## config.mk

```make
export PLATFORM = sky130hd
export DESIGN_NAME = duty_cycle_meter_with_timeout
export DESIGN_NICKNAME = d
export VERILOG_FILES = /design/src/dcm_pkg.sv /design/src/dcm_front.sv /design/src/dcm_queue.sv /design/src/dcm_div.sv /design/src/duty_cycle_meter_with_timeout.sv
export SDC_FILE = /design/constraint.sdc
export NUM_CORES = 1
export LEC_CHECK = 0
export BUFFER_PORTS_ARGS = -buffer_cell sky130_fd_sc_hd__buf_2
export CAP_MARGIN = 20
export CELL_PAD_IN_SITES_DETAIL_PLACEMENT = 0
export CELL_PAD_IN_SITES_GLOBAL_PLACEMENT = 1
export CORE_UTILIZATION = 50
export DETAILED_ROUTE_END_ITERATION = 12
export GPL_ROUTABILITY_DRIVEN = 0
export GPL_TIMING_DRIVEN = 0
export HOLD_SLACK_MARGIN = 0.08
export MAX_ROUTING_LAYER = met4
export PLACE_DENSITY_LB_ADDON = 0.15
export SYNTH_ARGS = -nofsm -noshare
export SYNTH_HDL_FRONTEND = slang
export SYNTH_HIERARCHICAL = 1
export SYNTH_SLANG_ARGS = --single-unit
```

## constraint.sdc

```tcl
create_clock -name i_clk -period 7.43 [get_ports i_clk]
set_clock_uncertainty 0.15 [all_clocks]
set_input_delay 1.486 -clock i_clk [delete_from_list [all_inputs] [get_ports i_clk]]
set_output_delay 1.486 -clock i_clk [all_outputs]
set_load 0.05 [all_outputs]
```

## src/dcm_pkg.sv

```systemverilog
`default_nettype none
// ----------------------------------------------------------------------------
// Duty-cycle meter package
// Shared constants, record types and the channel pin selection function.
// ----------------------------------------------------------------------------
package dcm_pkg;

    localparam int NUM_CHANNELS = 4;
    localparam int TICK_BITS    = 17;
    localparam int LIMIT_BITS   = 16;
    localparam int CH_BITS      = 2;
    localparam int PINS_BITS    = 2;
    localparam int SHARE_BITS   = 7;
    localparam int QUEUE_DEPTH  = 2;   // power of two

    localparam logic [LIMIT_BITS-1:0] LIMIT_RESET = 16'hFFFF;
    localparam logic [SHARE_BITS-1:0] PERCENT     = 7'd100;

    localparam int REM_BITS = TICK_BITS + SHARE_BITS;
    localparam int PER_BITS = TICK_BITS + 1;
    localparam int IN_BITS  = 8;
    localparam int OUT_BITS = 56;

    localparam logic [CH_BITS-1:0] CH_A = 2'd0;
    localparam logic [CH_BITS-1:0] CH_B = 2'd1;
    localparam logic [CH_BITS-1:0] CH_C = 2'd2;
    localparam logic [CH_BITS-1:0] CH_D = 2'd3;

    // One finished measurement, handed from the sampler to the divider.
    typedef struct packed {
        logic [TICK_BITS-1:0] high_ticks;
        logic [TICK_BITS-1:0] low_ticks;
        logic                 failed;
        logic [CH_BITS-1:0]   channel;
    } t_meas;

    // One result as presented on the output stream.
    typedef struct packed {
        logic [TICK_BITS-1:0]  high_ticks;
        logic [TICK_BITS-1:0]  low_ticks;
        logic [SHARE_BITS-1:0] high_share;
        logic [SHARE_BITS-1:0] low_share;
        logic                  failed;
        logic [CH_BITS-1:0]    channel;
    } t_result;

    // Level of the selected encoder channel in the current sample.
    function automatic logic pin_level(input logic [CH_BITS-1:0]   ch,
                                       input logic [PINS_BITS-1:0] right,
                                       input logic [PINS_BITS-1:0] left);
        logic lvl;
        unique case (ch)
            CH_A:    lvl = right[0];
            CH_B:    lvl = right[1];
            CH_C:    lvl = left[1];
            default: lvl = left[0];
        endcase
        return lvl;
    endfunction

endpackage
`default_nettype wire

```

## src/dcm_front.sv

```systemverilog
`default_nettype none
// ----------------------------------------------------------------------------
// Duty-cycle meter sampler
// Takes one pin sample per transaction, tracks the measurement phase and
// pushes a finished measurement record into the queue.
// ----------------------------------------------------------------------------
module dcm_front (
    input  wire logic                          i_clk,
    input  wire logic                          i_rst_n,
    input  wire logic                          i_cfg_wr_en,
    input  wire logic [dcm_pkg::LIMIT_BITS-1:0] i_cfg_wr_data,
    input  wire logic                          i_valid,
    output logic                               o_ready,
    input  wire logic                          i_start_req,
    input  wire logic [dcm_pkg::CH_BITS-1:0]   i_channel,
    input  wire logic [dcm_pkg::PINS_BITS-1:0] i_right_pins,
    input  wire logic [dcm_pkg::PINS_BITS-1:0] i_left_pins,
    input  wire logic                          i_q_full,
    output logic                               o_push,
    output dcm_pkg::t_meas                     o_push_data
);
    import dcm_pkg::*;

    typedef enum logic [2:0] {
        PH_IDLE, PH_WAIT_LOW, PH_WAIT_RISE, PH_COUNT_HIGH, PH_COUNT_LOW
    } t_phase;

    t_phase                r_phase, n_phase, eff_phase;
    logic [CH_BITS-1:0]    r_channel, eff_channel;
    logic [TICK_BITS-1:0]  r_timer, n_timer, eff_timer;
    logic [TICK_BITS-1:0]  r_high, n_high, eff_high;
    logic [TICK_BITS-1:0]  r_low, n_low, eff_low;
    logic [LIMIT_BITS-1:0] r_limit;

    logic                 fire, starting, lvl, fail, done, one_fail;
    logic [TICK_BITS:0]   limit_ext, timer_inc, high_inc, low_inc;
    logic                 timer_fail, high_fail, low_fail;

    assign o_ready = !i_q_full;
    assign fire    = i_valid && o_ready;

    always_comb begin
        starting = (r_phase == PH_IDLE) && i_start_req
                   && ({1'b0, i_channel} < (CH_BITS+1)'(NUM_CHANNELS));
        if (r_phase == PH_IDLE) begin
            eff_phase   = starting ? PH_WAIT_LOW : PH_IDLE;
            eff_channel = i_channel;
            eff_timer   = '0;
            eff_high    = '0;
            eff_low     = '0;
        end else begin
            eff_phase   = r_phase;
            eff_channel = r_channel;
            eff_timer   = r_timer;
            eff_high    = r_high;
            eff_low     = r_low;
        end
        lvl = pin_level(eff_channel, i_right_pins, i_left_pins);

        // A counter fails past the limit or when it would leave its range.
        limit_ext  = (TICK_BITS+1)'(r_limit);
        one_fail   = (r_limit == '0);
        timer_inc  = {1'b0, eff_timer} + 1'b1;
        high_inc   = {1'b0, eff_high} + 1'b1;
        low_inc    = {1'b0, eff_low} + 1'b1;
        timer_fail = (&eff_timer) || (timer_inc > limit_ext);
        high_fail  = (&eff_high) || (high_inc > limit_ext);
        low_fail   = (&eff_low) || (low_inc > limit_ext);

        n_phase = eff_phase;
        n_timer = eff_timer;
        n_high  = eff_high;
        n_low   = eff_low;
        fail    = 1'b0;
        done    = 1'b0;
        unique case (eff_phase)
            PH_IDLE: begin
                n_phase = PH_IDLE;
            end
            PH_WAIT_LOW: begin
                if (!lvl) begin
                    n_phase = PH_WAIT_RISE;
                    n_timer = TICK_BITS'(1);
                    fail    = one_fail;
                end else begin
                    n_timer = timer_inc[TICK_BITS-1:0];
                    fail    = timer_fail;
                end
            end
            PH_WAIT_RISE: begin
                if (lvl) begin
                    n_phase = PH_COUNT_HIGH;
                    n_timer = '0;
                    n_high  = TICK_BITS'(1);
                    fail    = one_fail;
                end else begin
                    n_timer = timer_inc[TICK_BITS-1:0];
                    fail    = timer_fail;
                end
            end
            PH_COUNT_HIGH: begin
                if (!lvl) begin
                    n_phase = PH_COUNT_LOW;
                    n_low   = TICK_BITS'(1);
                    fail    = one_fail;
                end else begin
                    n_high = high_inc[TICK_BITS-1:0];
                    fail   = high_fail;
                end
            end
            PH_COUNT_LOW: begin
                if (lvl) begin
                    done = 1'b1;
                end else begin
                    n_low = low_inc[TICK_BITS-1:0];
                    fail  = low_fail;
                end
            end
            default: begin
                n_phase = PH_IDLE;
            end
        endcase

        if (fail || done) begin
            n_phase = PH_IDLE;
            n_timer = '0;
        end

        o_push                  = fire && (fail || done);
        o_push_data.high_ticks  = fail ? '0 : eff_high;
        o_push_data.low_ticks   = fail ? '0 : eff_low;
        o_push_data.failed      = fail;
        o_push_data.channel     = eff_channel;
    end

    always_ff @(posedge i_clk) begin
        if (!i_rst_n) begin
            r_phase   <= PH_IDLE;
            r_channel <= '0;
            r_timer   <= '0;
            r_high    <= '0;
            r_low     <= '0;
            r_limit   <= LIMIT_RESET;
        end else begin
            if (i_cfg_wr_en) begin
                r_limit <= i_cfg_wr_data;
            end
            if (fire) begin
                r_phase   <= n_phase;
                r_channel <= eff_channel;
                r_timer   <= n_timer;
                r_high    <= n_high;
                r_low     <= n_low;
            end
        end
    end

endmodule
`default_nettype wire

```

## src/dcm_queue.sv

```systemverilog
`default_nettype none
// ----------------------------------------------------------------------------
// Duty-cycle meter record queue
// Small FIFO of finished measurements between the sampler and the divider.
// ----------------------------------------------------------------------------
module dcm_queue (
    input  wire logic            i_clk,
    input  wire logic            i_rst_n,
    input  wire logic            i_push,
    input  wire dcm_pkg::t_meas  i_push_data,
    output logic                 o_full,
    input  wire logic            i_pop,
    output logic                 o_valid,
    output dcm_pkg::t_meas       o_data
);
    import dcm_pkg::*;

    localparam int PTR_BITS = (QUEUE_DEPTH > 1) ? $clog2(QUEUE_DEPTH) : 1;

    t_meas               r_mem [QUEUE_DEPTH];
    logic [PTR_BITS-1:0] r_wr_ptr, r_rd_ptr;
    logic [PTR_BITS:0]   r_count;
    logic                do_push, do_pop;

    assign o_full  = (r_count == (PTR_BITS+1)'(QUEUE_DEPTH));
    assign o_valid = (r_count != '0);
    assign o_data  = r_mem[r_rd_ptr];
    assign do_push = i_push && !o_full;
    assign do_pop  = i_pop && o_valid;

    always_ff @(posedge i_clk) begin
        if (do_push) begin
            r_mem[r_wr_ptr] <= i_push_data;
        end
    end

    always_ff @(posedge i_clk) begin
        if (!i_rst_n) begin
            r_wr_ptr <= '0;
            r_rd_ptr <= '0;
            r_count  <= '0;
        end else begin
            if (do_push) begin
                r_wr_ptr <= r_wr_ptr + 1'b1;
            end
            if (do_pop) begin
                r_rd_ptr <= r_rd_ptr + 1'b1;
            end
            unique case ({do_push, do_pop})
                2'b10:   r_count <= r_count + 1'b1;
                2'b01:   r_count <= r_count - 1'b1;
                default: r_count <= r_count;
            endcase
        end
    end

endmodule
`default_nettype wire

```

## src/dcm_div.sv

```systemverilog
`default_nettype none
// ----------------------------------------------------------------------------
// Duty-cycle meter share divider
// Restoring divider that produces both percentage shares one quotient bit
// per cycle, followed by the output register.
// ----------------------------------------------------------------------------
module dcm_div (
    input  wire logic            i_clk,
    input  wire logic            i_rst_n,
    input  wire logic            i_valid,
    output logic                 o_ready,
    input  wire dcm_pkg::t_meas  i_meas,
    output logic                 o_valid,
    input  wire logic            i_ready,
    output dcm_pkg::t_result     o_result
);
    import dcm_pkg::*;

    localparam int STEP_BITS = $clog2(SHARE_BITS);

    logic                  r_busy, r_done;
    logic [STEP_BITS-1:0]  r_step;
    logic [REM_BITS-1:0]   r_rem_hi, r_rem_lo;
    logic [PER_BITS-1:0]   r_per;
    logic [SHARE_BITS-1:0] r_q_hi, r_q_lo;
    t_meas                 r_meas;
    logic                  r_out_valid;
    t_result               r_out;

    logic [REM_BITS-1:0]   trial;
    logic                  ge_hi, ge_lo, load, unload;

    assign o_ready = !r_busy;
    assign load    = i_valid && !r_busy;
    assign unload  = r_done && (!r_out_valid || i_ready);
    assign trial   = REM_BITS'(r_per) << r_step;
    assign ge_hi   = (r_rem_hi >= trial);
    assign ge_lo   = (r_rem_lo >= trial);
    assign o_valid  = r_out_valid;
    assign o_result = r_out;

    always_ff @(posedge i_clk) begin
        if (load) begin
            r_meas   <= i_meas;
            r_per    <= {1'b0, i_meas.high_ticks} + {1'b0, i_meas.low_ticks};
            r_rem_hi <= REM_BITS'(i_meas.high_ticks) * REM_BITS'(PERCENT);
            r_rem_lo <= REM_BITS'(i_meas.low_ticks) * REM_BITS'(PERCENT);
            r_q_hi   <= '0;
            r_q_lo   <= '0;
            r_step   <= STEP_BITS'(SHARE_BITS - 1);
        end else if (r_busy && !r_done) begin
            if (ge_hi) begin
                r_rem_hi <= r_rem_hi - trial;
            end
            if (ge_lo) begin
                r_rem_lo <= r_rem_lo - trial;
            end
            r_q_hi <= {r_q_hi[SHARE_BITS-2:0], ge_hi};
            r_q_lo <= {r_q_lo[SHARE_BITS-2:0], ge_lo};
            r_step <= r_step - 1'b1;
        end
        if (unload) begin
            r_out.high_ticks <= r_meas.high_ticks;
            r_out.low_ticks  <= r_meas.low_ticks;
            r_out.high_share <= r_meas.failed ? '0 : r_q_hi;
            r_out.low_share  <= r_meas.failed ? '0 : r_q_lo;
            r_out.failed     <= r_meas.failed;
            r_out.channel    <= r_meas.channel;
        end
    end

    always_ff @(posedge i_clk) begin
        if (!i_rst_n) begin
            r_busy      <= 1'b0;
            r_done      <= 1'b0;
            r_out_valid <= 1'b0;
        end else begin
            if (load) begin
                r_busy <= 1'b1;
            end else if (unload) begin
                r_busy <= 1'b0;
                r_done <= 1'b0;
            end else if (r_busy && (r_step == '0)) begin
                r_done <= 1'b1;
            end
            if (unload) begin
                r_out_valid <= 1'b1;
            end else if (i_ready) begin
                r_out_valid <= 1'b0;
            end
        end
    end

endmodule
`default_nettype wire

```

## src/duty_cycle_meter_with_timeout.sv

```systemverilog
// Result path: the sample that ends a measurement is followed by the divider
//   load, 7 divider steps and the output register.
// Throughput: one sample per cycle while the record queue has room; the
//   share divider takes a new measurement only once the last has been unloaded.
// Reset: synchronous, active low; clears the phase machine, queue and output
//   and sets the timeout limit to 65535.
`default_nettype none
// ----------------------------------------------------------------------------
// Duty-cycle meter with timeout
// Measures high and low time of one encoder channel over one full period
// and reports both tick counts and their percentage shares.
// ----------------------------------------------------------------------------
module duty_cycle_meter_with_timeout (
    input  wire logic                           i_clk,
    input  wire logic                           i_rst_n,
    // Timeout register, written whenever the enable is high.
    input  wire logic                           i_cfg_wr_en,
    input  wire logic [dcm_pkg::LIMIT_BITS-1:0] i_cfg_wr_data,
    // Sample stream.
    input  wire logic                           s_axis_tvalid,
    output logic                                s_axis_tready,
    // [0] start_req, [2:1] channel, [4:3] right_pins, [6:5] left_pins, [7] zero
    input  wire logic [dcm_pkg::IN_BITS-1:0]    s_axis_tdata,
    // Result stream.
    output logic                                m_axis_tvalid,
    input  wire logic                           m_axis_tready,
    // [16:0] high_ticks, [33:17] low_ticks, [40:34] high_share,
    // [47:41] low_share, [48] failed, [50:49] measured_channel, [55:51] zero
    output logic [dcm_pkg::OUT_BITS-1:0]        m_axis_tdata
);
    import dcm_pkg::*;

    // The sampler runs the phase machine at the sample rate. Every sample
    // that ends a measurement (success or timeout) produces one record,
    // which waits in the queue until the divider is free. The sampler only
    // stalls when the queue is full, so the divider and the output side can
    // back up without losing a record.
    logic    push, q_full, q_valid, q_pop;
    t_meas   push_data, q_data;
    t_result result;

    dcm_front u_front (
        .i_clk         (i_clk),
        .i_rst_n       (i_rst_n),
        .i_cfg_wr_en   (i_cfg_wr_en),
        .i_cfg_wr_data (i_cfg_wr_data),
        .i_valid       (s_axis_tvalid),
        .o_ready       (s_axis_tready),
        .i_start_req   (s_axis_tdata[0]),
        .i_channel     (s_axis_tdata[2:1]),
        .i_right_pins  (s_axis_tdata[4:3]),
        .i_left_pins   (s_axis_tdata[6:5]),
        .i_q_full      (q_full),
        .o_push        (push),
        .o_push_data   (push_data)
    );

    dcm_queue u_queue (
        .i_clk       (i_clk),
        .i_rst_n     (i_rst_n),
        .i_push      (push),
        .i_push_data (push_data),
        .o_full      (q_full),
        .i_pop       (q_pop),
        .o_valid     (q_valid),
        .o_data      (q_data)
    );

    // The divider takes a record whenever it is idle; its output register
    // lets it start the next division while a result still waits.
    dcm_div u_div (
        .i_clk    (i_clk),
        .i_rst_n  (i_rst_n),
        .i_valid  (q_valid),
        .o_ready  (q_pop),
        .i_meas   (q_data),
        .o_valid  (m_axis_tvalid),
        .i_ready  (m_axis_tready),
        .o_result (result)
    );

    // Fields are packed from the lowest bit up, the unused top bits zero.
    assign m_axis_tdata = {5'b0, result.channel, result.failed, result.low_share,
                           result.high_share, result.low_ticks, result.high_ticks};

    // A failed measurement carries only zeros.
    a_fail_zero : assert property (@(posedge i_clk) disable iff (!i_rst_n)
        (m_axis_tvalid && result.failed) |->
        (result.high_ticks == '0) && (result.low_ticks == '0)
        && (result.high_share == '0) && (result.low_share == '0))
        else $error("failed result with nonzero values");

    // A good measurement has both phases and shares that add up to 99 or 100.
    a_good_shares : assert property (@(posedge i_clk) disable iff (!i_rst_n)
        (m_axis_tvalid && !result.failed) |->
        (result.high_ticks != '0) && (result.low_ticks != '0)
        && (({1'b0, result.high_share} + {1'b0, result.low_share}) == 8'd100
            || ({1'b0, result.high_share} + {1'b0, result.low_share}) == 8'd99))
        else $error("shares of a good result out of range");

    // A record is only written while the queue has a free slot.
    a_no_overflow : assert property (@(posedge i_clk) disable iff (!i_rst_n)
        push |-> !q_full)
        else $error("record pushed into a full queue");

endmodule
`default_nettype wire

```

[After elaboration in Yosys (flattened, before gate mapping)]
Memory sizes are Yosys's and may differ from the RTL's. A register that Yosys moved wholly into a read port is not among the register bits.
Cells that the tools add are included.
Word-level totals
  flip-flop bits (word level): 250
  RAM bits: 74
  bits of input ports: 29
  output and inout port bits: 58
  word-level logic and storage cells: 145
  memories: 1
Operators by class
  add/sub/neg operators: 11
  multiply operators: 2
  $lt $le $gt $ge: 5
  equal/unequal tests: 9
  shift operators: 1
  muxes and demuxes: 48
  bitwise gates (word level): 1
  reduce and logical (&&, ||, !) cells: 37
Memories
  u_queue.r_mem: words 2, bits a word 37, rd ports 1, clocked after memory_dff 1, write ports 1, RTL line dcm_queue.sv:20  | t_meas r_mem [QUEUE_DEPTH];
Operator list (number)
  2-to-1 mux 17 bit: 12
  2-to-1 mux 24 bit: 6
  case mux 17 bit (2 select lines): 3
  adder 17 x 1 -> 18 bit (second input constant): 3
  > comparator 18 x 16 -> 1 bit: 3
  AND reduction 17 bit: 3
  >= comparator 24 bit: 2
  subtractor 24 bit: 2
  multiplier 17 x 5 -> 22 bit (second input constant): 2
  left shift 18 x 3 -> 24 bit: 1
  adder 17 x 17 -> 18 bit: 1
  2-to-1 mux 1 bit: 17
  logical NOT 16 bit: 1
  nonzero test 2 bit: 8
  2-to-1 mux 3 bit: 5
  case mux 3 bit (4 select lines): 1
  AND reduction 2 bit: 5
  logical AND 1 bit: 8
  == test 2 bit (second input constant): 3
  == test 3 x 2 -> 1 bit (second input constant): 2
  logical NOT 3 bit: 2
  logical OR 1 bit: 5
  == test 2 x 1 -> 1 bit (second input constant): 2
  logical NOT 1 bit: 4
  12 further kinds: 13

[Logic depth before layout (Yosys ltp)]
  depth after elaboration: 12
  mapped depth: 26
  depth with buffers taken out: 23

[Cells and area by module]
Netlist, hierarchy kept.
Modules (own cells, without submodules)
  dcm_div: instances 1, cells an instance 1236, area an instance 12903.6 µm², sequential area each 4984.8 µm²
  dcm_front: instances 1, cells an instance 766, area an instance 5779.3 µm², sequential area each 1441.4 µm²
  dcm_queue: instances 1, cells an instance 141, area an instance 2897.8 µm², sequential area each 2322.2 µm²
  duty_cycle_meter_with_timeout: instances 1, cells an instance 6, area an instance 41.3 µm², sequential area each 0.0 µm²

[Least setup slack after synthesis]
No wires, ideal clock.
  kind: flip-flop to flip-flop
  from: reg u_front.r_phase[1]
  to: mem u_queue/r_mem[0][0] (netlist name) (enable)
  setup time: 392 ps
  data arrival time: 5062 ps
  required time: 6888 ps
  path slack: 1827 ps
  cell stages (with the launch flop): 25
  buffers on the path: 4
  period minus slack after synthesis: 5603 ps
  cell sequence: dfxtp_1 -> buf_2 -> or3_1 -> clkbuf_1 -> clkbuf_1 -> clkbuf_1 -> nand2_1 -> inv_1 -> ha_1 -> nand3_1 -> nor3_1 -> nand2_1 -> xor2_1 -> nor2_1 -> ha_1 -> nand4_1 -> nor3_1 -> a221oi_1 -> a221o_1 -> nand4_1 -> nor3_2 -> nor2_1 -> inv_1 -> or3_1 -> inv_1
Between the ends
  cells in the longest elaborated chain, start to end: 12
  elaborated cells between the ends (all ways): 40
  those cells by class: add/sub: 3; order compare: 3; eq/ne: 6; mux: 16; reduce/logical: 12
RTL lines
  start, declared: RTL line dcm_front.sv:28  | t_phase r_phase, n_phase, eff_phase;
  start signal, assigned: RTL line dcm_front.sv:149  | r_phase <= n_phase;
  logical NOT 3 bit: RTL line dcm_front.sv:43, dcm_front.sv:45
  2-to-1 mux 17 bit: RTL line dcm_front.sv:45  | if (r_phase == PH_IDLE) begin
  adder 17 x 1 -> 18 bit (on tied branches): RTL line dcm_front.sv:65, dcm_front.sv:63, dcm_front.sv:64
  > comparator 18 x 16 -> 1 bit (on tied branches): RTL line dcm_front.sv:68, dcm_front.sv:66, dcm_front.sv:67
  logical OR 1 bit (on tied branches): RTL line dcm_front.sv:68, dcm_front.sv:66, dcm_front.sv:67
  2-to-1 mux 1 bit (on tied branches)
  case mux 1 bit (4 select lines): RTL line dcm_front.sv:76  | unique case (eff_phase)
  logical OR 1 bit (*): RTL line dcm_front.sv:129  | o_push = fire && (fail || done);
  logical AND 1 bit (*): RTL line dcm_front.sv:129
  net push: RTL line duty_cycle_meter_with_timeout.sv:38  | logic push, q_full, q_valid, q_pop;
  logical AND 1 bit (*): RTL line dcm_queue.sv:28  | assign do_push = i_push && !o_full;
  2-to-1 mux 1 bit (*): RTL line dcm_queue.sv:32  | if (do_push) begin
  2-to-1 mux 1 bit (not written as such) (*): RTL line dcm_queue.sv:33  | r_mem[r_wr_ptr] <= i_push_data;
  end, declared: RTL line dcm_queue.sv:20
The timed path passes the listed nets; every way through them passes the cells marked *.

[Worst setup path in the final report]
  from: reg u_front.r_phase[2]
  to: mem u_queue/r_mem[1][7] (netlist name) (enable)
The elaborated chain is that of the path after synthesis.

==> results.toml <==
[drt]
drc = 0
ant_nets = 0
wl_per_cell_um = 19.37
via_per_inst = 5.652
drt_first_pass_iters = 6
vias = 16270
routed_wl_um = 55770
drtIter0Drc = 1073

[worst_setup_path]
cp-end-kind = "flip-flop"
arrival_ns = 6.98
cp.required_ns = 7.47
crit_path_max_fanout = 37
startpoint_type = "flip-flop"
path_class = "flip-flop to flip-flop"

[pwr]
vdd_drop_max_mv = 0.1572
total_power_mw = 7.910
p_per_area_nw_per_um2 = 327.8
leakagePower_nw = 9.587

[clocking]
cts_tree = "yes"
path_clk_slew_ns = 0.06
clockBufferDepth = 3
h-tree-depth = 2
postCtsSetupRepairBufs = 0
clock_latency_ns = 0.57
cts_made_buffers = 38
clock-sinks = 325
clock-root-buffer = "clkbuf_16"

[hold_path]
hp-class = "flip-flop to flip-flop"

[status]
status = "finished, final reports clean"

[floorplan]
initial_core_util = 0.5109
num_io_pins = 87
die-area_um2 = 44080
core_um2 = 42320
die_w_um = 210.0
rows = 75
die-height_um = 210.0

[cells_and_area]
num_antenna_cells = 0
syn2layout_area_growth_pct = 11.59
fill_cells = 3703
fin_nets = 2570
drive_gt1_frac = 0.1134

[placed_design]
port_buffers = 80
post-place-ws_ns = -0.2197
dp_hpwl_um = 42790

[timing]
timing.fmax_mhz = 144.1
period_share = 0.9341
worst_slew_pin_slew_ns = 1.080
slew_headroom = 0.2781
hold_viol = 0
fin_ws_ns = 0.4898
rsz0062_at_grt = "false"
fin_crit_ns = 6.940
slew_violations = 0
setup_viol = 0

[synthesis]
ys.warnings.count = 6
avgSynthCellArea_um2 = 10.06
synth-edff-count = 224
synth.distinct_cells = 88
async_flop_share = 0
seq_area_frac_synth = 0.4046
netlist_area_um2 = 21620
ys_ff_latch = 325
ys.flop_type = "edfxtp_1"
synth_top_area_share = 0.3111
yosys.area.top_type = "edfxtp_1"
synthCells = 2149
ys_top_cells_by_area = "edfxtp_1 31%, ha_1 14%, dfxtp_1 9.4%"

[global_routing]
grt_pass1_wl_um = 86950
grt_use_total = 0.2629
overflow = 0
grt_pass1_vias = 15860
grt_max_degree = 41
antenna_found_initial = 1

[run]
maxCapViolCount = 0
==> cell families (layout without fill, tap and decap cells) <==
group / after synthesis / after routing / synth area share
adders and majority gates: 268 / 268 / 0.1645
other: 1 / 5 / 0.0001734
and+or+nand+nor: 632 / 632 / 0.1461
muxes: 79 / 79 / 0.04502
DFF: 325 / 325 / 0.4046
xor gates and xnor gates: 124 / 124 / 0.05023
buffers and inverters: 249 / 398 / 0.04681
AOI/OAI and AO/OA: 471 / 471 / 0.1426
==> worst max-delay path, cell delays in order (launching register included) <==
cell       delay (ns)
dfxtp_1          0.30
buf_2            0.25
or3_1            0.55
clkbuf_1         0.61
nand2_1          0.24
inv_1            0.21
ha_1             0.30
nor3b_1          0.61
nand2_1          0.17
nor2_1           0.21
nand3_1          0.15
xor2_1           0.26
nor2_1           0.09
ha_1             0.31
nand3_1          0.13
nor3_1           0.07
a221o_1          0.34
a2bb2oi_1        0.16
nand4_1          0.31
nor3_2           0.41
nor2_1           0.14
and3_2           0.54
==> cell usage after synthesis, types with 26 or more instances <==
library cell	count
a21o_1	26
a21oi_1	123
a22oi_1	40
and2_1	33
clkbuf_1	49
dfxtp_1	101
edfxtp_1	224
fa_1	27
ha_1	241
inv_1	165
mux2_2	42
mux2i_1	26
nand2_1	177
nand3_1	54
nand4_1	30
nor2_1	125
nor2b_1	67
nor3_1	37
o211ai_1	31
o21ai_0	81
xnor2_1	64
xor2_1	60
==> flip-flops by register name, summed over array words and instances (netlist names), named ones only <==
| register | flops |
|---|---|
| u_div/o_result | 51 |
| u_div/o_valid | 1 |
| u_div/r_busy | 1 |
| u_div/r_done | 1 |
| u_div/r_meas | 37 |
| u_div/r_per | 18 |
| u_div/r_q_hi | 7 |
| u_div/r_q_lo | 7 |
| u_div/r_rem_hi | 24 |
| u_div/r_rem_lo | 24 |
| u_div/r_step | 3 |
| u_front/r_channel | 2 |
| u_front/r_high | 17 |
| u_front/r_limit | 16 |
| u_front/r_low | 17 |
| u_front/r_phase | 3 |
| u_front/r_timer | 17 |
| u_queue/r_count | 2 |
| u_queue/r_mem | 74 |
| u_queue/r_rd_ptr | 1 |
| u_queue/r_wr_ptr | 1 |
==> area by class of cell <==
cell class | instances | area [um^2] | share of cell area
plain buffers | 80 | 380.4 | 0.01576
clock buffers | 46 | 1021 | 0.04231
clock inverters | 23 | 309.0 | 0.01281
inverters | 167 | 629.4 | 0.02608
multi-input cells | 1579 | 11880 | 0.4923
flip-flops and latches | 325 | 8748 | 0.3626
well taps | 577 | 721.9 | 0.02992
repair buffers | 82 | 440.4 | 0.01825
==> layout by cell type (no fill, tap or decap), types with 16 or more instances in the layout <==
cell	count
nand3_1	54
ha_1	241
xnor2_1	64
nor3_1	37
a21o_1	26
or3_1	21
nor2_1	125
buf_2	92
xor2_1	60
nand2_1	177
o21ai_0	81
fa_1	27
o22ai_1	22
a21oi_1	123
clkbuf_1	50
nand4_1	30
a211oi_1	16
edfxtp_1	224
inv_1	163
and2_1	33
a22oi_1	40
nand2b_1	19
and3_1	16
nor2b_1	67
dfxtp_1	101
clkbuf_16	38
mux2i_1	26
o21a_1	17
o211ai_1	31
mux2_2	42
==> final timing paths <==
path	slack, ns	endpoint	start	cells past startpoint
setup / recovery	0.49	u_queue/r_mem[1][7]	u_front/r_phase[2]	21
hold reg to reg	0.26	u_div/o_result[19]	u_div/r_meas[5]	0
hold / removal	0.26	u_div/o_result[19]	u_div/r_meas[5]	0
setup reg to reg	0.49	u_queue/r_mem[1][7]	u_front/r_phase[2]	21
==> power breakdown <==
group / internal (mW) / switching, mW
combinational: 1.52 / 2.38
clock: 1.17 / 0.800
sequential: 2.00 / 0.0296
total: 4.70 / 3.21
==> stage by stage <==
step	std cells	utilization	instance area [um^2]	setup TNS [ns]	hold slack, ns
6_report	2879	0.5701	24130	0	0.2641
5_1_grt	2879	0.5701	24130	0	0.2759
4_1_cts	2881	0.5703	24140	0	0.2656
3_5_place_dp	2812	0.5388	22800	-7.884	0.2545
3_3_place_gp	2810	0.5378	22760	-43.53	0.2522
2_1_floorplan	2153	-	21640	0	0.2503
==> metal layers <==
metal / global-route usage / part of all wire
met4: 0.09816 / 0.035
met2: 0.4495 / 0.49
met5: - / 0
met3: 0.03412 / 0.045
met1: 0.3174 / 0.43
==> repair_timing <==
| action | 4_1_cts | 5_1_grt |
|---|---|---|
| endpoints found under the setup margin | 69 | 77 |
| gates cloned | 0 | 0 |
| gates resized for setup | 2 | 0 |
| hold buffers | 0 | 0 |
Note: power is estimated with default switching activity, not from simulation.
